==> config.mk <==
export PLATFORM = sky130hd
export DESIGN_NAME = okl_out_skid
export DESIGN_NICKNAME = d
export VERILOG_FILES = /design/src/rtl/core/okl_out_skid.sv
export SDC_FILE = /design/constraint.sdc
export NUM_CORES = 1
export LEC_CHECK = 0
export ABC_AREA = 1
export ABC_CLOCK_PERIOD_IN_PS = 18300
export CORE_ASPECT_RATIO = 1.25
export CORE_UTILIZATION = 40
export CTS_BUF_LIST = sky130_fd_sc_hd__clkbuf_4 sky130_fd_sc_hd__clkbuf_8
export DETAILED_ROUTE_END_ITERATION = 7
export DONT_BUFFER_PORTS = 1
export PLACE_DENSITY = 0.51
export SETUP_SLACK_MARGIN = 0.4
export SYNTH_ARGS = -nofsm -noshare
export SYNTH_HDL_FRONTEND = slang
export SYNTH_SLANG_ARGS = --single-unit
==> constraint.sdc <==
create_clock -name aclk -period 18.3 [get_ports aclk]
set_input_delay 3.66 -clock aclk [delete_from_list [all_inputs] [get_ports aclk]]
set_output_delay 3.66 -clock aclk [all_outputs]
set_load 0.02 [all_outputs]
==> src/rtl/core/okl_out_skid.sv <==
// ----------------------------------------------------------------------------
// okl_out_skid: output register with one skid entry
// Keeps the pipeline moving in a receiver stall until the skid entry fills.
// ----------------------------------------------------------------------------
`default_nettype none

module okl_out_skid #(
    parameter int W = 64
) (
    input  wire logic         aclk,
    input  wire logic         aresetn,
    input  wire logic         in_valid,
    input  wire logic [W-1:0] in_data,
    output logic              in_ready,
    output logic              m_tvalid,
    input  wire logic         m_tready,
    output logic      [W-1:0] m_tdata
);

    logic         out_valid_reg;
    logic [W-1:0] out_data_reg;
    logic         skid_valid_reg;
    logic [W-1:0] skid_data_reg;

    always_ff @(posedge aclk) begin
        if (!aresetn) begin
            out_valid_reg  <= 1'b0;
            skid_valid_reg <= 1'b0;
        end else if (out_valid_reg && !m_tready) begin
            if (in_valid && !skid_valid_reg) begin
                skid_valid_reg <= 1'b1;
                skid_data_reg  <= in_data;
            end
        end else if (skid_valid_reg) begin
            out_valid_reg  <= 1'b1;
            out_data_reg   <= skid_data_reg;
            skid_valid_reg <= 1'b0;
        end else begin
            out_valid_reg <= in_valid;
            out_data_reg  <= in_data;
        end
    end

    assign in_ready = !skid_valid_reg;
    assign m_tvalid = out_valid_reg;
    assign m_tdata  = out_data_reg;

    a_skid_behind_out: assert property (@(posedge aclk) disable iff (!aresetn)
        skid_valid_reg |-> out_valid_reg)
        else $error("skid entry held with empty output register");

    a_stall_catches: assert property (@(posedge aclk) disable iff (!aresetn)
        (out_valid_reg && !m_tready && in_valid && !skid_valid_reg) |=> skid_valid_reg)
        else $error("item arriving during stall was not caught");

    a_reset_empty: assert property (@(posedge aclk)
        !aresetn |=> (!out_valid_reg && !skid_valid_reg))
        else $error("buffers not empty after reset");

endmodule

`default_nettype wire
After elaboration in Yosys (flattened, before gate mapping)

Cells that the tools add are included.

Register bits after elaboration: 130
Input port bits: 68
Output and inout port bits: 66

Multiplexer cells: 2
Bitwise operators: 1
Reductions and logical operators: 7

Operators with widths:

| operator            | count |
|---|---|
| 64-bit two-way mux  | 1 |
| 2-bit AND reduction | 2 |
| 3-bit AND reduction | 1 |
| 1-bit logical AND   | 2 |
| 1-bit logical NOT   | 2 |
| 1-bit two-way mux   | 1 |
| 1-bit inverter      | 1 |

Logic depth before layout (Yosys ltp)

Gate-level depths: netlist of run 1.

Depth after elaboration: 4
Depth in mapped cells: 5

Least setup slack after synthesis of run 1

Ideal clock, no wire load.

Path type: input to register
Start point: input port m_tready
End point: register out_data_reg[0] (netlist: m_tdata[0]), enable pin
Data arrival time: 8.342 ns
Required time: 17.715 ns
Slack: 9.374 ns
Stages: 2
Path through: inv_1 > a21boi_0

Longest elaborated chain between the ends: 4

Ends and longest elaborated chain:

| what                                 | RTL line | source |
|---|---|---|
| start, declared                      | 16       | `input wire logic m_tready,` |
| 1-bit logical NOT                    | 29       | `end else if (out_valid_reg && !m_tready) begin` |
| 1-bit logical AND                    | 29       |  |
| 1-bit inverter (no source line)      | -        |  |
| 2-bit AND reduction (no source line) | -        |  |
| end signal, assigned                 | 36       | `out_data_reg <= skid_data_reg;` |
| end signal, assigned                 | 40       | `out_data_reg <= in_data;` |
| end, declared                        | 21       | `logic [W-1:0] out_data_reg;` |

No other way between the ends.
A chain may end at the register's enable or synchronous reset.

Final worst setup path of run 1

Start point: input port m_tready
End point: register skid_data_reg[62], enable pin

Longest elaborated chain between the ends: 3

Ends and longest elaborated chain:

| what                                 | RTL line | source |
|---|---|---|
| 1-bit logical NOT                    | 29       |  |
| 1-bit logical AND                    | 29       |  |
| 3-bit AND reduction (no source line) | -        |  |
| end signal, assigned                 | 32       | `skid_data_reg <= in_data;` |
| end, declared                        | 23       | `logic [W-1:0] skid_data_reg;` |

No other way between the ends.

==> results of run 1 <==
[worst max-delay path by stage]
stage | startpoint | endpoint | depth (start not counted)
after floorplan | m_tready | m_tdata[0] | 2
after CTS | m_tready | skid_data_reg[20] | 4
after global routing | m_tready | skid_data_reg[20] | 4
final | m_tready | skid_data_reg[62] | 4
after detailed placement | m_tready | skid_data_reg[21] | 4
after global placement | m_tready | skid_data_reg[36] | 4
[cell usage in the layout (no fill, tap or decap)]
cell type / Yosys / final
nand2_1: 194 / 194
edfxtp_1: 128 / 128
clkbuf_8: 0 / 17
clkbuf_4: 0 / 5
clkinv_1: 0 / 4
buf_4: 5 / 4
clkinv_2: 0 / 3
nor2_1: 3 / 2
bufinv_16: 0 / 2
inv_2: 1 / 1
inv_1: 1 / 1
a21boi_4: 0 / 1
nand3_1: 1 / 1
nor2_4: 0 / 1
o21ai_0: 1 / 1
dfxtp_1: 2 / 1
dfxtp_2: 0 / 1
[routing by layer]
| metal | routed length (µm) | track usage, % |
|---|---|---|
| met3 | 565 | 7.13 |
| met5 | 0 | 0 |
| met1 | 3350 | 15.7 |
| met4 | 184 | 7.35 |
| met2 | 4100 | 21.8 |
[final cells by class]
type,count,area (µm²),share of cell area [%]
sequential,130,3880,74.2
multi-input combinational,200,776,14.8
clock buffer,22,272,5.19
tap,138,173,3.30
clock inverter,9,90.1,1.72
timing repair buffer,4,30.0,0.574
inverter,2,7.51,0.143
[report_power, final]
group	total (mW)	switching [mW]	internal, mW
sequential	0.360	0.0166	0.343
combinational	0.0166	0.0121	0.00458
clock	0.223	0.0976	0.125
total	0.599	0.126	0.473
[kinds of logic after synthesis]
group	count (synthesis)	share of synthesized area (%)
compound gates	2	0.265
buf+inv	16	1.88
flops	130	82.1
simple gates	198	15.7
[worst min-delay path, cell delays in order, from the launching register on]
cell,delay (ps)
edfxtp_1,320
nand2_1,50
nand2_1,50
[per-stage QoR]
stage	setup slack (ps)	cells
after CTS	13620	505
after global routing	13570	505
after floorplan	9370	346
after global placement	13220	474
after detailed placement	13170	474
final	13610	505
==> metrics.cfg, run 1 <==
[power_and_ir_drop]
power_mw = 0.599
p_leak_nw = 2.00
powerDensity_nw_per_um2 = 114
ir_worst_vdd_uv = 43.9

[global_routing]
grt_pass1_wl_um = 12300
grt_pass1_vias = 2318
grt_max_degree = 67
gr-usage-all-layers_pct = 14.0
antenna_found_initial = 0
overflow = 0

[setup_path]
r2r_end = skid_data_reg[62]
cpPeakStageDelay_ps = 660
start_kind = input pin
arrival_ps = 4730
crit_chain = inv_1 > nand3_1 > nor2_4 > buf_4
critical_path_class = in -> reg
end_kind = flip-flop
cp.required_ps = 18340
cp_slowest_cell = buf_4
r2r_start = skid_valid_reg
regToRegSetupSlack_ps = 15880
crit_fanout = 64
reg2reg_depth = 5
critical-path-top-delay-family = buffers and inverters
crit_buf_inv = 2

[sta]
rsz0062_at_grt = no
slew_headroom_pct = 44.1
setup_tns_ps = 0
layout_min_cycle_time_ps = 4690
fin_crit_sh_pct = 25.7
fmax_mhz = 213
fin_skew_ps = 5.73
finalHoldViolCount = 0
holdWs_ps = 515
setup_viol = 0
timing_max_transition_violations_final = 0
worst_pin_slew_ps = 839

[detailed_routing]
drt_iter0_drc = 85
postRouteAntennaNets = 0
routedWlPerCell_um = 16.2
drc = 0
wl_um = 8200
post_drt_via_cell_ratio = 4.71
dr.pass1.iters = 4
vias = 2377

[cells_and_area]
diodes = 0
post-route-util_pct = 45.3
n_fill_cell = 1053
final_nets = 423
fin_area_um2 = 5230
area_growth_pct = 10.6
drive_above_1_share_pct = 9.54

[hold_path]
hp-class = reg -> reg
holdCritStartpoint = skid_data_reg[13]
min_delay_path_depth = 2
holdPathEnd = m_tdata[13]

[clock_tree]
cts_buffer_depth = 2
cts_setup_buffers = 0
cts_sinks = 130
cts.clk_slew.worst_paths_ps = 60
clk_latency_ps = 410
cts_resized = 0
cts_root_buffer = clkbuf_8
cts_buffers = 17
h-tree-depth = 4
cts_tree = done
hold_buffers = 0

[placed_design]
dp_hpwl_um = 4780
io_buffers = 0
dpl_cell_area_um2 = 4870
place.gp.congestion = 0.793

[die]
core_um2 = 11600
dieArea_um2 = 12300
start_util_pct = 40.9
pin_count = 134
fp-row-count = 44
die_h_um = 124
die_w_um = 99.3

[logic_synthesis]
synth-main-ff-cell = edfxtp_1
synth_nets = 414
synth_area_per_cell_um2 = 13.7
synth-seq-area-share_pct = 82.1
synth_top_area_cell = edfxtp_1
synthTopCellsByArea = edfxtp_1 81%, nand2_1 15%, buf_2 0.85%
synth_cell_type_count = 12
yosys-top-cells-count = 194 x nand2_1, 128 x edfxtp_1, 8 x buf_2, 5 x buf_4, 3 x nor2_1
synth_edf_count = 128
yosysMostFrequentCell = nand2_1
netlist_instances = 346
ys_ff_latch = 130
synth_top_area_share_pct = 81.3
synth_area_um2 = 4730
yosys_warnings = 0
async_reset_ff_share_pct = 0

[run]
maxCapViolCount = 0

[outcome]
outcome = finished, final reports clean

Note: power is estimated with default switching activity, not from simulation.
==> run 2: changes to the inputs <==
Settings changed: ABC_CLOCK_PERIOD_IN_PS 18300 to 3800, PLACE_DENSITY 0.51 to 0.53.
Clock period 18.3 ns to 3.8 ns, I/O delays scaled along.
==> metrics.cfg, run 2 (same netlist as run 1, synthesis figures left out) <==
[clock_tree]
hold_buffers = 0
cts_buffer_depth = 2
cts.clk_slew.worst_paths_ps = 80
cts_sinks = 130
cts_resized = 0
clk_latency_ps = 420
cts_setup_buffers = 0
cts_root_buffer = clkbuf_8
cts_tree = done
cts_buffers = 17
h-tree-depth = 4

[global_routing]
grt_use_met2_pct = 22.4
antenna_found_initial = 0
overflow = 0
top_usage_layer = met2
grt_pass1_vias = 2272
met3_usage_pct = 6.62
grt_pass1_wl_um = 12300
grt_max_degree = 67
met1_usage_pct = 15.6
gr-usage-all-layers_pct = 13.9

[cells_and_area]
drive_above_1_share_pct = 9.78
final_nets = 423
n_fill_cell = 1049
final_common_cell = nand2_1
area_growth_pct = 11.2
final_cells = 506
multi_input_area_um2 = 776
regArea_um2 = 3880
diodes = 0
fin_area_um2 = 5260
layout_common_cells = 194 x nand2_1, 128 x edfxtp_1, 17 x clkbuf_8

[setup_path]
start_kind = flip-flop
arrival_ps = 1950
end_kind = flip-flop
critical_path_class = reg -> reg
cp.required_ps = 3840
crit_fanout = 64

[sta]
worst_pin_slew_ps = 846
layout_min_cycle_time_ps = 1910
finalHoldViolCount = 0
setup_viol = 0
slew_headroom_pct = 43.6
holdWs_ps = 432
fmax_mhz = 524
setup_tns_ps = 0
rsz0062_at_grt = no
fin_crit_sh_pct = 50.3
fin_skew_ps = 11.7
timing_max_transition_violations_final = 0

[detailed_routing]
dr.pass1.iters = 4
routedWlPerCell_um = 16.0
wl_um = 8120
postRouteAntennaNets = 0
drt_iter0_drc = 69
drc = 0
post_drt_via_cell_ratio = 4.67
vias = 2361

[placed_design]
dp_cells = 474
dp_hpwl_um = 4830
dpl_cell_area_um2 = 4870
place.gp.congestion = 0.713
io_buffers = 0

[run]
maxCapViolCount = 0

[die]
die_w_um = 99.3
core_um2 = 11600
die_h_um = 124
dieArea_um2 = 12300
pin_count = 134
fp-row-count = 44
start_util_pct = 40.9

[power_and_ir_drop]
ir_worst_vdd_uv = 282
p_leak_nw = 2.00
powerDensity_nw_per_um2 = 561

[hold_path]
hp-class = in -> reg

[outcome]
outcome = finished, final reports clean

-- run 2: worst paths after layout --
kind / slack (ps) / from / endpoint / cells past startpoint
min: 430 / in_data[63] / skid_data_reg[63] / 0
max: 1890 / m_tvalid / skid_data_reg[24] / 3
min reg2reg: 520 / skid_data_reg[17] / m_tdata[17] / 2
max reg2reg: 1890 / m_tvalid / skid_data_reg[24] / 3
-- run 2: where the power goes --
group          total (mW)  internal [mW]  switching, mW
clock network        1.14          0.640          0.497
registers            1.73           1.65         0.0806
logic              0.0791         0.0220         0.0571
total                2.95           2.31          0.634
-- run 2: routing by layer --
metal | vias to the layer above | share of wire [%]
met5 | - | 0
met4 | 0 | 1.7
met3 | 10 | 7.6
met2 | 74 | 51
met1 | 1093 | 40
li1 | 1184 | -
-- run 2: critical path, stage by stage (launching register included) --
cell     delay (ps)
dfxtp_1         510
nand3_1         230
nor2_4          120
buf_4           660
-- run 2: final cells by class --
type,count,area share [%]
clock inverters,14,2.76
well taps,138,3.28
clock buffers,18,4.59
inverters,2,0.143
repair buffers,4,0.571
multi-input cells,200,14.8
flip-flops and latches,130,73.9
-- run 2: per-stage QoR --
stage | utilization [%] | power (mW) | worst slack (ps)
after floorplan | - | 1.82 | 720
after global placement | 42.1 | 1.84 | 1610
after detailed placement | 42.1 | 1.85 | 1570
after CTS | 45.5 | 2.99 | 1860
after global routing | 45.5 | 3.07 | 1730
final | 45.5 | 2.95 | 1890
