[src/rtl/core/okl_to_q32.sv]
// ----------------------------------------------------------------------------
// okl_to_q32: component to Q0.32 fraction
// Divides x * 2^32 + floor(D/2) by D = 2^N - 1 in two stages: a digit-sum
// estimate, then a short compare-and-subtract correction.
// ----------------------------------------------------------------------------
`default_nettype none

module okl_to_q32 #(
    parameter int N = 16
) (
    input  wire logic         aclk,
    input  wire logic         en,
    input  wire logic [N-1:0] x,
    output logic      [32:0]  u
);

    localparam int W    = N + 32;
    localparam int K    = (W + N - 1) / N;
    localparam int CORR = K + 2;
    localparam int RW   = N + 3;
    localparam int CW   = $clog2(CORR + 1);
    localparam logic [W-1:0]  HALF  = W'((64'd1 << (N - 1)) - 64'd1);
    localparam logic [RW-1:0] DIV_R = RW'((64'd1 << N) - 64'd1);

    logic [W-1:0]  num;
    logic [W-1:0]  qsum;
    logic [W-1:0]  rem_full;
    logic [32:0]   q_reg;
    logic [RW-1:0] rem_reg;
    logic [RW-1:0] rem;
    logic [CW-1:0] fix;
    logic [32:0]   u_next;
    logic [32:0]   u_reg;

    // Sum of the shifted copies falls short of the quotient by at most K + 1.
    always_comb begin
        num  = {x, 32'd0} + HALF;
        qsum = '0;
        for (int k = 1; k <= K; k++) begin
            qsum = qsum + (num >> (k * N));
        end
        rem_full = num - ((qsum << N) - qsum);
    end

    always_comb begin
        rem = rem_reg;
        fix = '0;
        for (int i = 0; i < CORR; i++) begin
            if (rem >= DIV_R) begin
                rem = rem - DIV_R;
                fix = fix + CW'(1);
            end
        end
        u_next = q_reg + 33'(fix);
    end

    always_ff @(posedge aclk) begin
        if (en) begin
            q_reg   <= qsum[32:0];
            rem_reg <= rem_full[RW-1:0];
            u_reg   <= u_next;
        end
    end

    assign u = u_reg;

endmodule

`default_nettype wire

[config.mk]
export PLATFORM = sky130hd
export DESIGN_NAME = okl_to_q32
export DESIGN_NICKNAME = d
export VERILOG_FILES = /design/src/rtl/core/okl_to_q32.sv
export SDC_FILE = /design/constraint.sdc
export NUM_CORES = 1
export LEC_CHECK = 0
export BUFFER_PORTS_ARGS = -buffer_cell sky130_fd_sc_hd__clkbuf_2
export CORE_ASPECT_RATIO = 1.4
export CORE_MARGIN = 2
export CORE_UTILIZATION = 56
export CTS_BUF_LIST = sky130_fd_sc_hd__clkbuf_8
export DETAILED_ROUTE_END_ITERATION = 10
export GPL_TIMING_DRIVEN = 0
export PLACE_DENSITY = 0.79
export RECOVER_POWER = 25
export SLEW_MARGIN = 10
export SYNTH_ARGS = -nofsm -noshare
export SYNTH_HDL_FRONTEND = slang
export SYNTH_SLANG_ARGS = --single-unit
[constraint.sdc]
create_clock -name aclk -period 9.1 [get_ports aclk]
set_input_delay 1.82 -clock aclk [delete_from_list [all_inputs] [get_ports aclk]]
set_output_delay 1.82 -clock aclk [all_outputs]
set_load 0.05 [all_outputs]
# Word level (Yosys, flattened, before mapping)
# Index checks and enable logic that the tools add are counted.
[word_totals]
regBits = 85
input_bits = 18
output_inout_bits = 33
[op_classes]
n_addsub = 13
n_lt_le_gt_ge = 5
mux = 9
[ops]
columns = ["op", "n"]
rows = [
  ["19-bit by 16-bit greater-or-equal comparator with 1-bit output (second input constant)", 5],
  ["19-bit two-way mux", 4],
  ["19-bit by 16-bit subtractor with 19-bit output (second input constant)", 4],
  ["48-bit by 15-bit adder with 48-bit output (second input constant)", 1],
  ["19-bit subtractor", 2],
  ["32-bit by 16-bit adder with 33-bit output", 1],
  ["33-bit by 3-bit adder with 33-bit output", 1],
  ["3-bit by 1-bit adder with 3-bit output (second input constant)", 4],
  ["3-bit two-way mux", 4],
  ["1-bit two-way mux", 1],
]

# Longest topological paths before layout
[logic_depth]
ltp_word = 11
ltp_mapped = 40
ltp_nobuf = 36

# Worst setup path after synthesis
# Ideal clock, no wire load.
[synth_path]
path_kind = "register -> register"
start = "register rem_reg[0]"
end = "register u_reg[19] (netlist: u[19]) (data pin)"
setup_ns = 0.255
arrival_ns = 8.303
path_slack_ns = 0.543
stages_incl_launch_ff = 40
path_buffers = 5
period_less_slack_ns = 8.557
path_cell_list = "edfxtp_1 ha_1 clkbuf_1 and3_1 nand2_1 nor2_1 ha_1 nor2_1 buf_2 nand2_2 buf_6 xnor2_1 inv_1 ha_1 o311a_1 a31oi_1 a21o_1 o31ai_2 [4 not listed] a21o_1 a2111oi_4 o2111ai_1 nand2b_1 buf_2 mux2_2 ha_1 a31oi_2 mux2_4 ha_1 mux2_4 ha_1 a21o_1 a21oi_1 nor2b_1 nand2_1 or3_1 and2_1"
[synth_between]
elab_chain_len = 11
[synth_rtl]
columns = ["item", "line", "source"]
rows = [
  ["start: declaration", "29", "logic [RW-1:0] rem_reg;"],
  ["start signal: assignment", "60", "rem_reg <= rem_full[RW-1:0];"],
  ["19-bit by 16-bit subtractor with 19-bit output / 19-bit by 16-bit greater-or-equal comparator with 1-bit output (equally long branches)", "50, 49", ""],
  ["19-bit two-way mux / 1-bit two-way mux (equally long branches)", "49", "if (rem >= DIV_R) begin"],
  ["19-bit by 16-bit subtractor with 19-bit output, or another cell as far along", "50", "rem = rem - DIV_R;"],
  ["19-bit two-way mux / 3-bit two-way mux (equally long branches)", "49", ""],
  ["19-bit by 16-bit subtractor with 19-bit output, or another cell as far along", "50", ""],
  ["19-bit two-way mux / 3-bit two-way mux (equally long branches)", "49", ""],
  ["19-bit by 16-bit subtractor with 19-bit output, or another cell as far along", "50", ""],
  ["19-bit two-way mux / 3-bit two-way mux (equally long branches)", "49", ""],
  ["19-bit by 16-bit greater-or-equal comparator with 1-bit output / 3-bit by 1-bit adder with 3-bit output (equally long branches)", "49, 51", ""],
  ["3-bit two-way mux (*)", "49", ""],
  ["33-bit by 3-bit adder with 33-bit output (*)", "54", "u_next = q_reg + 33'(fix);"],
  ["named net u_next[19]", "32", "logic [32:0] u_next;"],
  ["end signal: assignment", "61", "u_reg <= u_next;"],
  ["end: declaration", "33", "logic [32:0] u_reg;"],
]
# Mark *: on every way through the listed nets, which the timed path passes. The rest lies on a longest branch.
# A chain may end at the register's enable or synchronous reset.

# Final worst setup path
[layout_path]
start = "register rem_reg[1]"
end = "register u_reg[27] (netlist: u[27]) (data pin)"
# The elaborated chain is that of the path after synthesis.

==> run summary <==
The run finished, with violations left. The checks that failed: max-capacitance violations, max-slew violations. The source of the worst register-to-register timing path is rem_reg[1]. The net switching share of the total power works out to 37.9%.

Setup violations remaining at the end of the flow were counted as 0. The logs give 67 for the maximum number of pins on one net before global-route repair and 33.9% for the sequential share of power. After clock tree synthesis, the clock-pin slew on the worst setup and hold paths is 0.08 ns. The worst-case IR drop observed on VDD is 0.000210 V. For this design the top-level I/O count stands at 51. In this run the worst hold path is classified as register to register. For this configuration, the core starts out at a cell density of 57.0%.

In this run the cell area of the synthesized design comes to 5610 um^2. The die covers 10900 um^2. Combinational cells account for 42.0% of the total power. After detailed routing, the number of remaining DRC violations is 0. Detailed placement ended at an HPWL of 10500 um. The run gives 4857 as the vias after detailed routing. The most used flip-flop cell after synthesis is sky130_fd_sc_hd__edfxtp_1.

The run gives 2.37 nW as the leakage dissipation. The number of max-slew violations in the final report came out at 67. The number of detailed-routing iterations run before antenna repair came out at 5. The number of antenna violations at the first check in global routing was 0; the total number of yosys warnings was 0. The H-tree generated during clock tree synthesis spans 3 levels.

The start point of the worst min-delay path is q_reg[30]. The slowest cell on the critical path is sky130_fd_sc_hd__edfxtp_1. In the final layout, the multi-input gates occupy 3440 um^2. The cell count after synthesis came out at 596.

TritonCTS built the clock tree. TritonCTS created 9 clock buffers. The tools report the total global routing overflow as 0. The commonest cells after synthesis are 66 x sky130_fd_sc_hd__edfxtp_1, 48 x sky130_fd_sc_hd__nand2_1, 39 x sky130_fd_sc_hd__xnor2_1. Setup total negative slack on the finished layout was measured at 0 ns. The relative area change from synthesis to final layout came out at 13.7%. The register-to-register path setup slack is 0.40 ns, and the number of flip-flops in the largest register is 33. In this run the worst path has a maximum fanout of 10. For the worst setup path, the data required time is 9.20 ns.

The number of nets in the synthesized netlist was 643; the number of cells traversed by the worst hold path was 1. 0 antenna diodes ended up in the layout. By area the synthesized netlist is led by sky130_fd_sc_hd__edfxtp_1 35%, sky130_fd_sc_hd__xnor2_1 6.1%, sky130_fd_sc_hd__ha_1 6.0%, sky130_fd_sc_hd__nand2_1 3.2%, sky130_fd_sc_hd__a21oi_1 2.6%. Summing the sequential cell areas from Yosys gives 35.3% of the chip area. For the portion of total power attributed to the clock network, the log shows 24.1%. The power density over cell area works out to 190 nW/um^2. From left edge to right edge, the die measures 88.6 um. The delay contributed by the slowest stage of the critical path was 0.45 ns. Counting flops with an async set or reset pin after synthesis yields a share of 0%.

For this block, the initial DRC count from the detailed router was 378. The tree is rooted in a sky130_fd_sc_hd__clkbuf_8. The final critical delay including setup and external delays was 8.70 ns; the latest clock arrival within the worst-skew pair was 0.35 ns. Hold repair after CTS inserted 0 buffers. After detailed routing, the average wire length per cell comes to 17.2 um. In this run the deepest clock path goes through 2 buffers. Synthesis instantiated 83 different standard cells from the library.

Library cell with the highest instance count after synthesis: sky130_fd_sc_hd__edfxtp_1. At the worst endpoint, the arrival time is 8.80 ns. Die boundary height: 122 um.

The global-route wire length before repair was 22100 um. The tools report the worst hold endpoint as u[14]. For the pin with the worst max-slew slack, the measured transition is 3.30 ns. The part of the cycle the worst path needs works out to 95.6%.

The logs give -120% for the worst slew margin relative to its limit and 4579 for the via count of the first global-routing pass. For the area of the placeable core, the log shows 9850 um^2. Registers take 1980 um^2. The worst register-to-register path ends at u[27]. The total global routing track utilization is 26.2%. The number of nets in the layout is 709. The count of flip-flops with a built-in enable after synthesis came out at 66. The start-to-end type of the worst setup path is register to register.

The worst setup path is launched from a register. The cell that appears most often on the critical path is sky130_fd_sc_hd__ha_1. The kind of end point of the critical path was a register. The final-report hold violation count came out at 0. Cell taking the most area after synthesis: sky130_fd_sc_hd__edfxtp_1.

The share of synthesized area in the top cell type comes to 35.3%. The average instance in the mapped netlist occupies 9.42 um^2. The standard-cell row count came out at 43. Internal power comes to 0.752 mW. After synthesis the netlist holds a flip-flop and latch count of 66. In this run the tool buffered the top-level ports with 50 buffer cells. For the upper clock frequency limit, the log shows 115 MHz. Fill cells in the final layout number 830.

The detail route stage leaves a number of antenna-violating nets equal to 0. The number of maximum-capacitance violations is 1, and the overall power is 1.21 mW. The tools report the net switching power as 0.459 mW. The clock drives 66 sinks. The share of cells above drive strength 1 is 17.7%, and the total wire length is 13800 um. The number of cells traversed by the worst register-to-register path came out at 38. Routability-driven placement finished with a final weighted congestion of 0.912. For the final database, setup skew stands at 0.0116 ns. In the routed layout, each cell is associated on average with a via count of 6.06.
==> per-layer routing <==
layer / vias up / wire length, um / global-route usage (%)
li1: 2381 / - / -
met1: 2266 / 5390 / 30.5
met2: 177 / 7420 / 47.0
met3: 33 / 543 / 3.63
met4: 0 / 432 / 11.3
met5: - / 0 / 0
==> power by group through the flow <==
stage          combinational [mW]  clock, mW  sequential, mW
2_1_floorplan               0.315          0           0.476
5_1_grt                     0.555      0.307           0.416
4_1_cts                     0.495      0.296           0.409
6_report                    0.508      0.291           0.411
3_3_place_gp                0.471          0           0.416
3_5_place_dp                0.482          0           0.417
==> cells by family after synthesis <==
family / count (synthesis) / share of synthesized area, %
xor gates and xnor gates: 54 / 8.42
adders and majority gates: 29 / 6.73
and+or+nand+nor: 233 / 23.3
buffers and inverters: 56 / 4.64
muxes: 10 / 2.01
DFF: 66 / 35.3
AOI/OAI and AO/OA: 148 / 19.6
==> timing repair <==
| action | in CTS | in global routing |
|---|---|---|
| endpoints found under the hold margin | 0 | 0 |
| gates resized for setup | 10 | 9 |
| endpoints found under the setup margin | 30 | 27 |
| buffers inserted | 4 | 2 |
| pin swaps | 2 | 0 |
| gates cloned | 0 | 0 |
==> stage by stage <==
stage / instance area [um^2] / util [%] / setup slack, ns / hold WS, ns / cells
2_1_floorplan: 5610 / - / 0.543 / 0.565 / 596
3_3_place_gp: 6030 / 61.3 / -0.880 / 0.617 / 781
3_5_place_dp: 6040 / 61.3 / -1.11 / 0.640 / 781
4_1_cts: 6350 / 64.5 / 0.0660 / 0.657 / 800
5_1_grt: 6380 / 64.8 / -0.00362 / 0.671 / 802
6_report: 6380 / 64.8 / 0.400 / 0.650 / 802
==> worst max-delay path, delay by kind of cell (launching register included) <==
family	cells	cell delay, ns
xor gates and xnor gates	1	0.16
AOI/OAI and AO/OA	10	2.10
adders and majority gates	7	1.78
and+or+nand+nor	11	1.85
buffers and inverters	5	0.92
DFF	1	0.45
muxes	4	1.16
==> area by class of cell <==
cell class | count | share of cell area [%]
Multi-Input combinational cell | 474 | 54.0
Buffer | 22 | 2.27
Timing Repair Buffer | 56 | 4.29
Tap cell | 135 | 2.65
Clock inverter | 7 | 1.86
Clock buffer | 9 | 1.94
Inverter | 33 | 1.94
Sequential cell | 66 | 31.1
==> layout by cell type (no fill, tap or decap), drive strengths merged, types with 4 or more instances in the layout <==
cell,synthesis,routed
o31ai,5,5
o2111ai,4,4
and4,6,6
nand2b,8,8
edfxtp,66,66
o21a,11,11
a31oi,9,9
or2,4,4
a211oi,4,4
nor2,36,36
mux2i,6,6
a21oi,31,31
buf,19,25
nor4,10,10
nor2b,15,15
a2111oi,4,4
o211ai,8,8
nand2,49,49
a21o,5,5
inv,33,34
mux2,4,4
or4,4,4
xor2,15,15
ha,27,27
xnor2,39,39
nand4,18,18
nor3,8,8
o21bai,12,12
o21ai,28,28
nand3,30,30
and3,12,12
or3,5,5
and2,16,16
clkbuf,4,62
==> how the worst max path moves through the flow <==
stage	startpoint	slack, ns	endpoint	cells after the start
detailed placement	rem_reg[0]	-1.11	u[31]	39
global placement	rem_reg[0]	-0.88	u[31]	39
global route	rem_reg[0]	-0.004	u[28]	39
finish	rem_reg[1]	0.40	u[27]	38
floorplan	rem_reg[0]	0.54	u[19]	39
CTS	rem_reg[0]	0.07	u[31]	37
(Power assumes the default switching activity.)
