[src/rtl/core/okl_pkg.sv]
// ----------------------------------------------------------------------------
// okl_pkg: shared types and constants of the OKLab converter
// Fixed-point matrix coefficients, cube-root lane type and pipeline sizes.
// ----------------------------------------------------------------------------
`default_nettype none

package okl_pkg;

    // Cube root of a Q0.60 value gives a Q0.20 root, tried from bit 20 down.
    localparam int ROOT_BITS = 21;
    localparam int LMS_BITS  = 62;
    localparam int Q32_BITS  = 33;
    localparam int LMS_CBITS = 28;
    localparam int LAB_CBITS = 31;

    // Stages: two for scaling, one for products, one for sums, one per root bit,
    // one for output products, one for output sums, one for rounding.
    localparam int PIPE_STAGES = 4 + ROOT_BITS + 3;

    // Coefficients are round-half-up of |c| * 2^28, c given to ten decimals.
    localparam longint unsigned ONE_Q28 = 64'd268435456;
    localparam longint unsigned DEC_HALF = 64'd5000000000;
    localparam longint unsigned DEC_ONE  = 64'd10000000000;

    localparam longint unsigned M00 = (64'd4122214708 * ONE_Q28 + DEC_HALF) / DEC_ONE;
    localparam longint unsigned M01 = (64'd5363325363 * ONE_Q28 + DEC_HALF) / DEC_ONE;
    localparam longint unsigned M02 = (64'd514459929 * ONE_Q28 + DEC_HALF) / DEC_ONE;
    localparam longint unsigned M10 = (64'd2119034982 * ONE_Q28 + DEC_HALF) / DEC_ONE;
    localparam longint unsigned M11 = (64'd6806995451 * ONE_Q28 + DEC_HALF) / DEC_ONE;
    localparam longint unsigned M12 = (64'd1073969566 * ONE_Q28 + DEC_HALF) / DEC_ONE;
    localparam longint unsigned M20 = (64'd883024619 * ONE_Q28 + DEC_HALF) / DEC_ONE;
    localparam longint unsigned M21 = (64'd2817188376 * ONE_Q28 + DEC_HALF) / DEC_ONE;
    localparam longint unsigned M22 = (64'd6299787005 * ONE_Q28 + DEC_HALF) / DEC_ONE;

    localparam longint unsigned B00 = (64'd2104542553 * ONE_Q28 + DEC_HALF) / DEC_ONE;
    localparam longint unsigned B01 = (64'd7936177850 * ONE_Q28 + DEC_HALF) / DEC_ONE;
    localparam longint unsigned B02 = (64'd40720468 * ONE_Q28 + DEC_HALF) / DEC_ONE;
    localparam longint unsigned B10 = (64'd19779984951 * ONE_Q28 + DEC_HALF) / DEC_ONE;
    localparam longint unsigned B11 = (64'd24285922050 * ONE_Q28 + DEC_HALF) / DEC_ONE;
    localparam longint unsigned B12 = (64'd4505937099 * ONE_Q28 + DEC_HALF) / DEC_ONE;
    localparam longint unsigned B20 = (64'd259040371 * ONE_Q28 + DEC_HALF) / DEC_ONE;
    localparam longint unsigned B21 = (64'd7827717662 * ONE_Q28 + DEC_HALF) / DEC_ONE;
    localparam longint unsigned B22 = (64'd8086757660 * ONE_Q28 + DEC_HALF) / DEC_ONE;

    localparam logic [LMS_CBITS-1:0] LMS_COEF [3][3] = '{
        '{LMS_CBITS'(M00), LMS_CBITS'(M01), LMS_CBITS'(M02)},
        '{LMS_CBITS'(M10), LMS_CBITS'(M11), LMS_CBITS'(M12)},
        '{LMS_CBITS'(M20), LMS_CBITS'(M21), LMS_CBITS'(M22)}
    };

    localparam logic signed [LAB_CBITS-1:0] LAB_COEF [3][3] = '{
        '{LAB_CBITS'(B00), LAB_CBITS'(B01), -LAB_CBITS'(B02)},
        '{LAB_CBITS'(B10), -LAB_CBITS'(B11), LAB_CBITS'(B12)},
        '{LAB_CBITS'(B20), LAB_CBITS'(B21), -LAB_CBITS'(B22)}
    };

    // Running state of one cube-root lane: radicand, partial root, its square
    // and its cube.
    typedef struct packed {
        logic [LMS_BITS-1:0]    rad;
        logic [ROOT_BITS-1:0]   root;
        logic [2*ROOT_BITS-1:0] sq;
        logic [3*ROOT_BITS-1:0] cube;
    } cbrt_lane_t;

endpackage

`default_nettype wire

[src/rtl/core/okl_cbrt_cell.sv]
// ----------------------------------------------------------------------------
// okl_cbrt_cell: one bit of the floor cube root
// Tries setting root bit BIT using the running square and cube, adds only.
// ----------------------------------------------------------------------------
`default_nettype none

module okl_cbrt_cell import okl_pkg::*; #(
    parameter int BIT = 20
) (
    input  wire logic       aclk,
    input  wire logic       en,
    input  wire cbrt_lane_t lane_in,
    output cbrt_lane_t      lane_out
);

    cbrt_lane_t lane_reg;
    cbrt_lane_t lane_next;
    logic [63:0] trial_cube;
    logic [63:0] r2_64;
    logic [63:0] r_64;

    // (r + 2^b)^3 = r^3 + 3 r^2 2^b + 3 r 2^2b + 2^3b
    always_comb begin
        r2_64      = 64'(lane_in.sq);
        r_64       = 64'(lane_in.root);
        trial_cube = 64'(lane_in.cube) + (((r2_64 << 1) + r2_64) << BIT)
                   + (((r_64 << 1) + r_64) << (2 * BIT)) + (64'd1 << (3 * BIT));
        lane_next = lane_in;
        if (trial_cube <= 64'(lane_in.rad)) begin
            lane_next.root = lane_in.root | (ROOT_BITS'(1) << BIT);
            lane_next.sq   = lane_in.sq + ((2 * ROOT_BITS)'(lane_in.root) << (BIT + 1))
                           + ((2 * ROOT_BITS)'(1) << (2 * BIT));
            lane_next.cube = trial_cube[3*ROOT_BITS-1:0];
        end
    end

    always_ff @(posedge aclk) begin
        if (en) begin
            lane_reg <= lane_next;
        end
    end

    assign lane_out = lane_reg;

endmodule

`default_nettype wire

[config.mk]
export PLATFORM = sky130hd
export DESIGN_NAME = okl_cbrt_cell
export DESIGN_NICKNAME = d
export VERILOG_FILES = /design/src/rtl/core/okl_pkg.sv /design/src/rtl/core/okl_cbrt_cell.sv
export SDC_FILE = /design/constraint.sdc
export NUM_CORES = 1
export LEC_CHECK = 0
export BUFFER_PORTS_ARGS = -buffer_cell sky130_fd_sc_hd__buf_2
export CORE_ASPECT_RATIO = 1.75
export CORE_MARGIN = 2
export CORE_UTILIZATION = 25
export CTS_BUF_LIST = sky130_fd_sc_hd__clkbuf_8
export CTS_CLUSTER_DIAMETER = 50
export CTS_CLUSTER_SIZE = 10
export DETAILED_ROUTE_END_ITERATION = 12
export HOLD_SLACK_MARGIN = 0.03
export PLACE_DENSITY = 0.46
export SLEW_MARGIN = 0
export SYNTH_ARGS = -nofsm -noshare
export SYNTH_HDL_FRONTEND = slang
export SYNTH_SLANG_ARGS = --single-unit
[constraint.sdc]
create_clock -name aclk -period 18.9 [get_ports aclk]
set_clock_uncertainty 0.1 [all_clocks]
set_input_delay 4.725 -clock aclk [delete_from_list [all_inputs] [get_ports aclk]]
set_output_delay 4.725 -clock aclk [all_outputs]
set_load 0.005 [all_outputs]
Word level (Yosys, flattened, before mapping) --
Cells that the tools add are included.
Cells by class: add/sub/neg operators 7, muxes and demuxes 1, order comparisons 1
Operators with widths (count):
- $mux W105 | 1
- $add A63 B64 Y64 | 1
- $add A64 B61 Y64 const B | 1
- $add A64 B63 Y64 | 1
- $le A64 B62 Y1 | 1
- $add A43 B42 Y44 | 1
- $add A42 B41 Y42 const B | 1
- $add A42 B42 Y42 | 1
- $add A22 B21 Y23 | 1
Word-level totals: flip-flop bits (word level) 188, output and inout bits 188

Longest topological paths before layout --
Gate-level depths: netlist of the first run.
word-level depth 6, depth in mapped cells 40, depth with buffers taken out 38

Worst setup path before layout of the first run --
OpenSTA, ideal clock, no wires.
kind input -> register, from in lane_in[63] in the netlist's numbering, to reg lane_reg (netlist bit lane_out[21]), data pin, setup slack 6.628 ns, arrival time 11.912 ns, stages 35, required time 18.540 ns, library setup time 0.260 ns, path buffers 1, cells stage by stage ha_1 -> fa_1 -> a211oi_1 -> o211ai_1 -> a211oi_2 -> o21ai_4 -> nand2_1 -> a21boi_0 -> o21a_1 -> o21ai_0 -> a21oi_1 -> o21a_1 -> nor2_1 -> xnor2_1 -> fa_1 -> ha_1 -> ha_1 -> o21a_1 -> a2111oi_0 -> o22ai_1 -> a211oi_2 -> a21oi_2 -> a31o_2 -> a21oi_1 -> o21bai_1 -> a21o_1 -> xor2_1 -> ha_1 -> and4_1 -> nand4_1 -> o32ai_1 -> a21oi_1 -> a211oi_4 -> buf_6 -> mux2_2
RTL lines:
- start, declared | line okl_cbrt_cell.sv:12 | input wire cbrt_lane_t lane_in,
- end signal, assigned | line okl_cbrt_cell.sv:39 | lane_reg <= lane_next;
- end, declared | line okl_cbrt_cell.sv:16 | cbrt_lane_t lane_reg;

==> run metrics, run 1 <==
highest cell delay on the worst timing path=0.54 ns; final worst path period share=73.3%; Crit. Startpoint=lane_in[63]; final WL=~48,000 µm; startpoint class of the critical path=input pin; # fillers=approximately 6,400; Total GRT Usage=between 10% and 20%; Slew @ Worst Pin=between 0.8 and 0.9 ns; syn avg cell area=between 10 and 15 µm²; Post-synth ARST share=0%; first-pass GRT wire length=71,300 µm; RSZ-0062 raised after global routing=false; most used cell along the critical path=ha_1; largest net degree at the start of global routing=67; initial antenna violation count=9; Yosys cell types=65; GPL Wtd Cong=0.837; Post-CTS Hold Fix Bufs=0; port buffer count=between 300 and 400; fin nets=approximately 2,300; Die Ht=331 µm; Fmax=just over 0.07 GHz; netlist area before placement=15,300 µm²; Final setup viols=0; slew margin rel.=41.4%; post-synth top area share=36.9%; Synth area leader=edfxtp_1; Seq/Total Area, Yosys=~37%; Setup Fix Bufs, Post-CTS=0; via count=12,100; CTS tree=done; fin crit period=13.86 ns; Resize count post-CTS=0; Layout area overhead=21.1%; max-cap violations=0; synth warn=0; # DRC=0; DPL Wire Length=40,400 µm; worst-path fanout max=43; total die area=63,200 µm²; pwr dens=133 nW/µm²; layout cells sized above 1=between 20% and 30%; DR iter-0 viols=slightly below 500; Worst Path Class, Setup=input pin to register; Synth area leaders=edfxtp_1, ha_1, xnor2_1; wire per inst=between 15 and 20 µm; Initial Util=25.1%; die width=about 190 µm; Multi-input gate area=9110 µm²; Reg area=roughly 5600 µm²; status=finished clean; clock-pin slew on the worst setup and hold paths=0.12 ns; Post-synth EDFFs=188; vias in the first global route=approximately 13,000; Sum Neg Setup Slack=0 ns; synthesized net count=1,867; crit path DAT=14.07 ns; Antenna Nets Post-Route=0; Final Hold Viols=0; Rows=120; critical path required time=between 15 and 20 ns; leakage dissipation=8.57 nW; maximum clock path buffer count=2; max reg flops=188; clk root buf=clkbuf_8; Final WS setup=5.04 ns; Crit-path slowest cell=buf_4; Top FF cell, synth=edfxtp_1; Final Max Tran Viols=0; IO Pins=378; Synth Instances=1,383; CTS Sinks=between 150 and 200; hold_sp=lane_in[163]; vias per cell=4.67; Critical Path End Type=register; Overflow after GRT=0; drt pass-1 iters=5; maximum VDD drop=about 0.00010 V; worst hold path class=input pin to register; clock buffer count from CTS=17; H-tree Lvls=4; Seq cells post-synth=188; Core Box Area=60,800 µm²; pre-CTS setup slack=between 4 and 5 ns
==> area by class of cell <==
| type | instances | share of cell area (%) |
|---|---|---|
| Clock inverter | 15 | 0.932 |
| Sequential cell | 188 | 30.5 |
| Clock buffer | 17 | 1.26 |
| Timing Repair Buffer | 381 | 10.4 |
| Multi-Input combinational cell | 1069 | 49.2 |
| Tap cell | 793 | 5.36 |
| Antenna cell | 1 | 0.0135 |
| Inverter | 116 | 2.35 |
==> worst max-delay path: cells and delay by family <==
kind	cells	cell delay, ns
compound gates	17	4.13
xor+xnor	2	0.27
fa+ha+maj	6	2.15
buf+inv	2	0.68
mux	1	0.40
simple gates	9	1.63
==> stage by stage <==
stage / std cells / power (mW) / util [%] / hold slack, ns / area [µm²]
finish: 2580 / 2.47 / 30.5 / 4.26 / 18500
global route: 2580 / 2.70 / 30.5 / 4.22 / 18500
CTS: 2579 / 2.52 / 30.5 / 4.20 / 18500
detailed placement: 2547 / 2.20 / 29.8 / 4.82 / 18100
global placement: 2547 / 2.18 / 29.8 / 4.82 / 18100
floorplan: 1383 / 1.75 / - / 4.72 / 15300
==> synth_stat cells (all sizes together) (6+ instances only) <==
cell     instances
o31ai            6
o21bai          16
nand2b          14
or2              7
nand4           23
edfxtp         188
a21boi           7
a31oi            8
nor2            72
xnor2           79
nand3           19
a211oi          12
a21o            68
o21ai           53
xor2            33
ha             267
mux2            57
a21oi          112
nand2           59
fa              27
buf              7
nor2b           13
o21a            24
o211ai          11
and3             8
a2111oi          6
inv            116
nor3            14
==> cells in the final DEF, fill, tap and decap left out, types with 51 or more instances in the layout <==
cell type and instances:
nand2_1 59, ha_1 267, mux2_2 55, o21ai_0 51
a21oi_1 109, xnor2_1 79, inv_1 117, nor2_1 72
buf_2 376, a21o_1 68, edfxtp_1 188
==> worst paths after layout <==
path | to | slack [ns] | cells after the start
hold / removal | lane_out[163] | 4.26 | 1
setup / recovery | lane_out[43] | 5.04 | 37
==> per-layer routing <==
metal	wire length (µm)	vias up	global-route usage, %	part of all wire, %
li1	-	5972	-	-
met1	18300	5745	16.0	38
met2	26600	284	30.0	56
met3	2080	47	2.45	4.3
met4	748	12	4.25	1.6
met5	85	-	0	0.18
==> kinds of logic (layout without fill, tap and decap cells) <==
family,count (synthesis),in the layout,share of synthesized area (%)
compound gates,355,355,15.6
fa+ha+maj,294,294,25.4
simple gates,250,250,7.94
flops,188,188,36.9
buf+inv,126,529,3.49
xor+xnor,112,112,6.41
mux,58,58,4.26
other cells,0,1,0
==> where the power goes <==
part	internal, mW	switching, mW	total, mW
Combinational	0.680	0.858	1.54
Clock	0.112	0.188	0.300
Sequential	0.603	0.0270	0.630
Total	1.39	1.07	2.47
(Power assumes the default switching activity.)
==> run 2: changes to the inputs <==
- clock period: 18.9 -> 13.45 ns (I/O delays scaled with it)
==> run 2 against run 1 <==
  * Hold slack got worse by 1.4 ns
  * Die area is the same
  * Highest routed layer unchanged
  * Via count is essentially flat
  * Critical path depth fell by 3
  * Flip-flop and latch count did not move
  * Combinational power up 42%
  * Sequential share of layout area shrank 0.082 points
  * Total power up 42%
  * Cell count grew 0.12%
  * Clock power grew 44%
==> run metrics, run 2 (synthesized netlist as in run 1, its figures left out) <==
Final setup viols=0 (unchanged); drt pass-1 iters=6 (+1); Hold Path Depth=1 (unchanged); Final WS setup=1.50 ns (-3.54 ns); internal power=1.98 mW (+42%); crit path DAT=12.16 ns (-1.91 ns); Fmax=between 0.08 and 0.09 GHz; H-tree Lvls=4 (unchanged); part of the power in registers=25.4% (about the same); GPL Wtd Cong=0.819 (-2.1%); Post-CTS Hold Fix Bufs=0 (unchanged); fin nets=2,258 (+0.044%); leakage dissipation=8.58 nW (+0.12%); largest net degree at the start of global routing=65 (-3.0%); vias in the first global route=13,000 (+1.8%); worst-path fanout max=27 (-37%); Final Hold Viols=0 (unchanged); Final Max Tran Viols=0 (unchanged); initial antenna violation count=6 (-3); Resize count post-CTS=0 (unchanged); Core Util, Final=30.5% (+0.082 points); port buffer count=377 (unchanged); Hold Path End=lane_out[178]; DR iter-0 viols=383 (-21%); # fillers=6,337 (-0.71%); max reg flops=188 (unchanged); critical path required time=13.66 ns (-5.45 ns); hold_sp=lane_in[178]; highest cell delay on the worst timing path=0.53 ns (about the same); clock share of power=12.3% (about the same); RSZ-0062 raised after global routing=false; # DRC=0 (unchanged); Crit-path slowest cell=a2111oi_0; clk root buf=clkbuf_8; Initial Util=25.1% (unchanged); vias per cell=4.67 (-0.17%); commonest cells after routing, fill and taps aside=buf_2, ha_1, edfxtp_1, inv_1, a21oi_1; worst hold path class=input pin to register; fin crit period=~12 ns; most common cell after layout, fill and taps aside=buf_2; maximum VDD drop=0.000252 V (+150%); Total GRT Usage=15.5% (+0.43 points); final worst path period share=88.9%; wire per inst=19.1 µm (+2.7%); WHS=2.87 ns (-1.38 ns); P_sw=1.53 mW (+42%); slew margin rel.=38.4% (-3.1 points); maximum clock path buffer count=2 (unchanged); Critical Path End Type=register; Rows=120 (unchanged); final WL=49,200 µm (+2.9%); switching share of power=43.6% (+0.067 points); IO Pins=378 (unchanged); Multi-input gate area=9110 µm² (unchanged); pre-CTS setup slack=0.838 ns (-3.32 ns); total die area=63,200 µm² (unchanged); Antenna Nets Post-Route=0 (unchanged); Core Box Area=60,800 µm² (unchanged); max-cap violations=0 (unchanged); clock-pin slew on the worst setup and hold paths=0.14 ns (+0.02 ns); startpoint class of the critical path=input pin; first-pass GRT wire length=72,800 µm (+2.2%); CTS tree=done; Slew @ Worst Pin=0.924 ns (+0.0458 ns); DPL Wire Length=41,400 µm (+2.5%); via count=12,100 (-0.058%); Setup Fix Bufs, Post-CTS=0 (unchanged); Sum Neg Setup Slack=0 ns (unchanged); most used cell along the critical path=ha_1; die width=191 µm (unchanged); CTS Sinks=188 (unchanged); Die Ht=331 µm (unchanged); clock buffer count from CTS=17 (unchanged); Layout area overhead=21.4%; layout cells sized above 1=27.4% (+0.15 points); Comb power frac=62.3% (about the same); Overflow after GRT=0 (unchanged); Reg area=5650 µm² (unchanged); status=finished clean; Worst Path Class, Setup=input pin to register; pwr dens=189 nW/µm² (+42%)
## run 2: changes by cell type in the layout (fill, tap and decap cells not counted), sizes merged
cell	before	now
inv	125	122
clkinv	5	7
buf	381	382
clkinvlp	0	1
diode	1	3
## run 2: cell type report
cell class              count  share of cell area, %
clock inverters            15                   1.06
multi-input cells        1069                   49.1
repair buffers            382                   10.5
diodes                      3                 0.0404
flip-flops and latches    188                   30.4
clock buffers              17                   1.26
well taps                 793                   5.34
inverters                 116                   2.34
## run 2: power groups by stage
stage	Clock, mW	Sequential (mW)	Combinational, mW
final	0.433	0.890	2.19
after global routing	0.473	0.905	2.44
after CTS	0.456	0.894	2.24
after detailed placement	0	0.905	2.22
after global placement	0	0.907	2.21
after floorplan	0	0.914	1.55
## run 2: worst max path at each step
stage	start	end	slack [ns]	cells after the start
after floorplan	lane_in[63]	lane_out[21]	2.54	35
after global placement	lane_in[63]	lane_out[92]	0.94	34
after detailed placement	lane_in[63]	lane_out[89]	0.84	36
after CTS	lane_in[63]	lane_out[101]	1.45	36
after global routing	lane_in[63]	lane_out[95]	0.87	34
final	lane_in[63]	lane_out[101]	1.50	34
## run 2: per-layer routing
| layer | global-route usage, % | wire length [µm] |
|---|---|---|
| met1 | 16.0 | 18400 |
| met2 | 30.2 | 26900 |
| met3 | 2.77 | 2350 |
| met4 | 6.52 | 1630 |
| met5 | 0 | 41 |
## run 2: critical path, delay by kind of cell
family                   cells  cell delay, ns
adder cells (fa/ha/maj)      6            2.09
AO/OA/AOI/OAI               21            5.17
AND/OR/NAND/NOR              2            0.22
buffers and inverters        2            0.56
multiplexers                 1            0.38
XOR/XNOR                     2            0.35
## run 2: metrics by stage
step	instances	power, mW	area [µm²]
6_report	2583	3.51	18600
5_1_grt	2581	3.82	18600
4_1_cts	2580	3.59	18600
3_5_place_dp	2548	3.13	18100
3_3_place_gp	2548	3.11	18100
2_1_floorplan	1383	2.46	15300
==> run 3: changes to the inputs <==
- CELL_PAD_IN_SITES_DETAIL_PLACEMENT: not set -> 0
- CELL_PAD_IN_SITES_GLOBAL_PLACEMENT: not set -> 1
- PLACE_DENSITY: 0.46 -> 0.55
==> run 3 against run 2 <==
  * Largest power group unchanged
  * Total power shrank 0.21%
  * Global-route usage grew 0.13 points
  * Largest cell class unchanged
  * Setup slack gained 0.068 ns
  * Sequential share of layout area is essentially flat
  * Non-clock buffer count is the same
==> run metrics, run 3 (synthesized netlist as in run 1, its figures left out) <==
status=finished clean; vias per cell=4.65 (-0.39%); maximum VDD drop=0.000111 V (-56%); fin nets=2,258 (unchanged); RSZ-0062 raised after global routing=false; clk root buf=clkbuf_8; Setup Fix Bufs, Post-CTS=0 (unchanged); Overflow after GRT=0 (unchanged); CTS Sinks=188 (unchanged); drt pass-1 iters=4 (-2); Crit-path slowest cell=a2111oi_0; final worst path period share=88.3% (-0.51 points); worst hold path class=input pin to register; startpoint class of the critical path=input pin; Sum Neg Setup Slack=0 ns (unchanged); WHS=2.90 ns (+0.0244 ns); clock-pin slew on the worst setup and hold paths=0.13 ns (about the same); critical path required time=13.64 ns (-0.02 ns); vias in the first global route=12,800 (-1.7%); clock buffer count from CTS=17 (unchanged); Layout area overhead=21.4% (about the same); DR iter-0 viols=458 (+20%); Core Box Area=60,800 µm² (unchanged); Slew @ Worst Pin=0.941 ns (+0.0169 ns); die width=191 µm (unchanged); Final setup viols=0 (unchanged); Fmax=0.0842 GHz (+0.58%); via count=12,000 (-0.43%); maximum clock path buffer count=2 (unchanged); overall power=3.50 mW (-0.21%); highest cell delay on the worst timing path=0.47 ns (-0.06 ns); worst-path fanout max=53 (+96%); Total GRT Usage=15.6% (+0.13 points); Resize count post-CTS=0 (unchanged); commonest cells after routing, fill and taps aside=buf_2, ha_1, edfxtp_1, inv_1, a21oi_1; wire per inst=19.3 µm (+1.2%); Final Hold Viols=0 (unchanged); initial antenna violation count=7 (+1); max reg flops=188 (unchanged); Die Ht=331 µm (unchanged); most common cell after layout, fill and taps aside=buf_2; critical path's top delay family=compound AO/OA/AOI/OAI gates; Buf/Inv on CP=2 (unchanged); IO Pins=378 (unchanged); leakage dissipation=8.57 nW (about the same); layout cells sized above 1=27.3% (-0.056 points); Critical Path End Type=register; Antenna Nets Post-Route=0 (unchanged); first-pass GRT wire length=73,200 µm (+0.50%); largest net degree at the start of global routing=67 (+3.1%); Final Max Tran Viols=0 (unchanged); Initial Util=25.1% (unchanged); final WL=49,800 µm (+1.1%); DP Area=18,100 µm² (about the same); Worst Path Class, Setup=input pin to register; most used cell along the critical path=ha_1; crit path DAT=12.07 ns (-0.09 ns); fin crit period=11.88 ns (-0.0684 ns); port buffer count=377 (unchanged); # fillers=6,393 (+0.88%); fin cells=2,582 (-0.039%); Cells after DPL=2,548 (unchanged); slew margin rel.=37.2% (-1.1 points); # DRC=0 (unchanged); final non-filler cell area=18,600 µm² (about the same); pwr dens=189 nW/µm² (-0.16%); CTS tree=done; max-cap violations=0 (unchanged); total die area=63,200 µm² (unchanged); DPL Wire Length=42,100 µm (+1.8%); GPL Wtd Cong=0.795 (-2.9%); H-tree Lvls=4 (unchanged); Rows=120 (unchanged); Post-CTS Hold Fix Bufs=0 (unchanged)
-- run 3: cell types whose count changed in the layout (fill, tap and decap cells not counted) --
cell	previous run	this run
buf_8	1	0
clkinv_1	0	1
diode_2	3	2
clkinv_2	1	0
clkinvlp_4	1	0
inv_12	0	1
inv_8	2	0
inv_6	4	6
clkinv_8	6	5
clkinv_4	0	1
clkbuf_8	17	18
-- run 3: final timing paths --
check                    start            end  slack (ns)  cells past startpoint
hold / removal    lane_in[142]  lane_out[142]        2.90                      1
setup / recovery   lane_in[64]   lane_out[36]        1.57                     37
-- run 3: power by group --
part	internal [mW]	switching (mW)
clock network	0.159	0.266
registers	0.848	0.0452
logic	0.974	1.21
-- run 3: cell type report --
cell class / count / area, µm² / area share [%]
Timing Repair Buffer: 382 / 1950 / 10.5
Multi-Input combinational cell: 1069 / 9110 / 49.1
Clock inverter: 15 / 193 / 1.04
Clock buffer: 17 / 234 / 1.26
Antenna cell: 2 / 5.00 / 0.0270
Sequential cell: 188 / 5650 / 30.4
Inverter: 116 / 435 / 2.35
Tap cell: 793 / 992 / 5.35
-- run 3: metal layers --
| metal | part of all wire (%) | GRT usage (%) |
|---|---|---|
| met1 | 38 | 16.2 |
| met3 | 3.8 | 2.38 |
| met5 | 0.080 | 0 |
| met2 | 55 | 30.8 |
| met4 | 2.9 | 6.17 |
-- run 3: through the flow --
stage | setup WS [ns] | util [%]
finish | 1.57 | 30.5
global route | 0.915 | 30.5
CTS | 1.44 | 30.5
detailed placement | 0.860 | 29.8
global placement | 0.940 | 29.8
floorplan | 2.54 | -
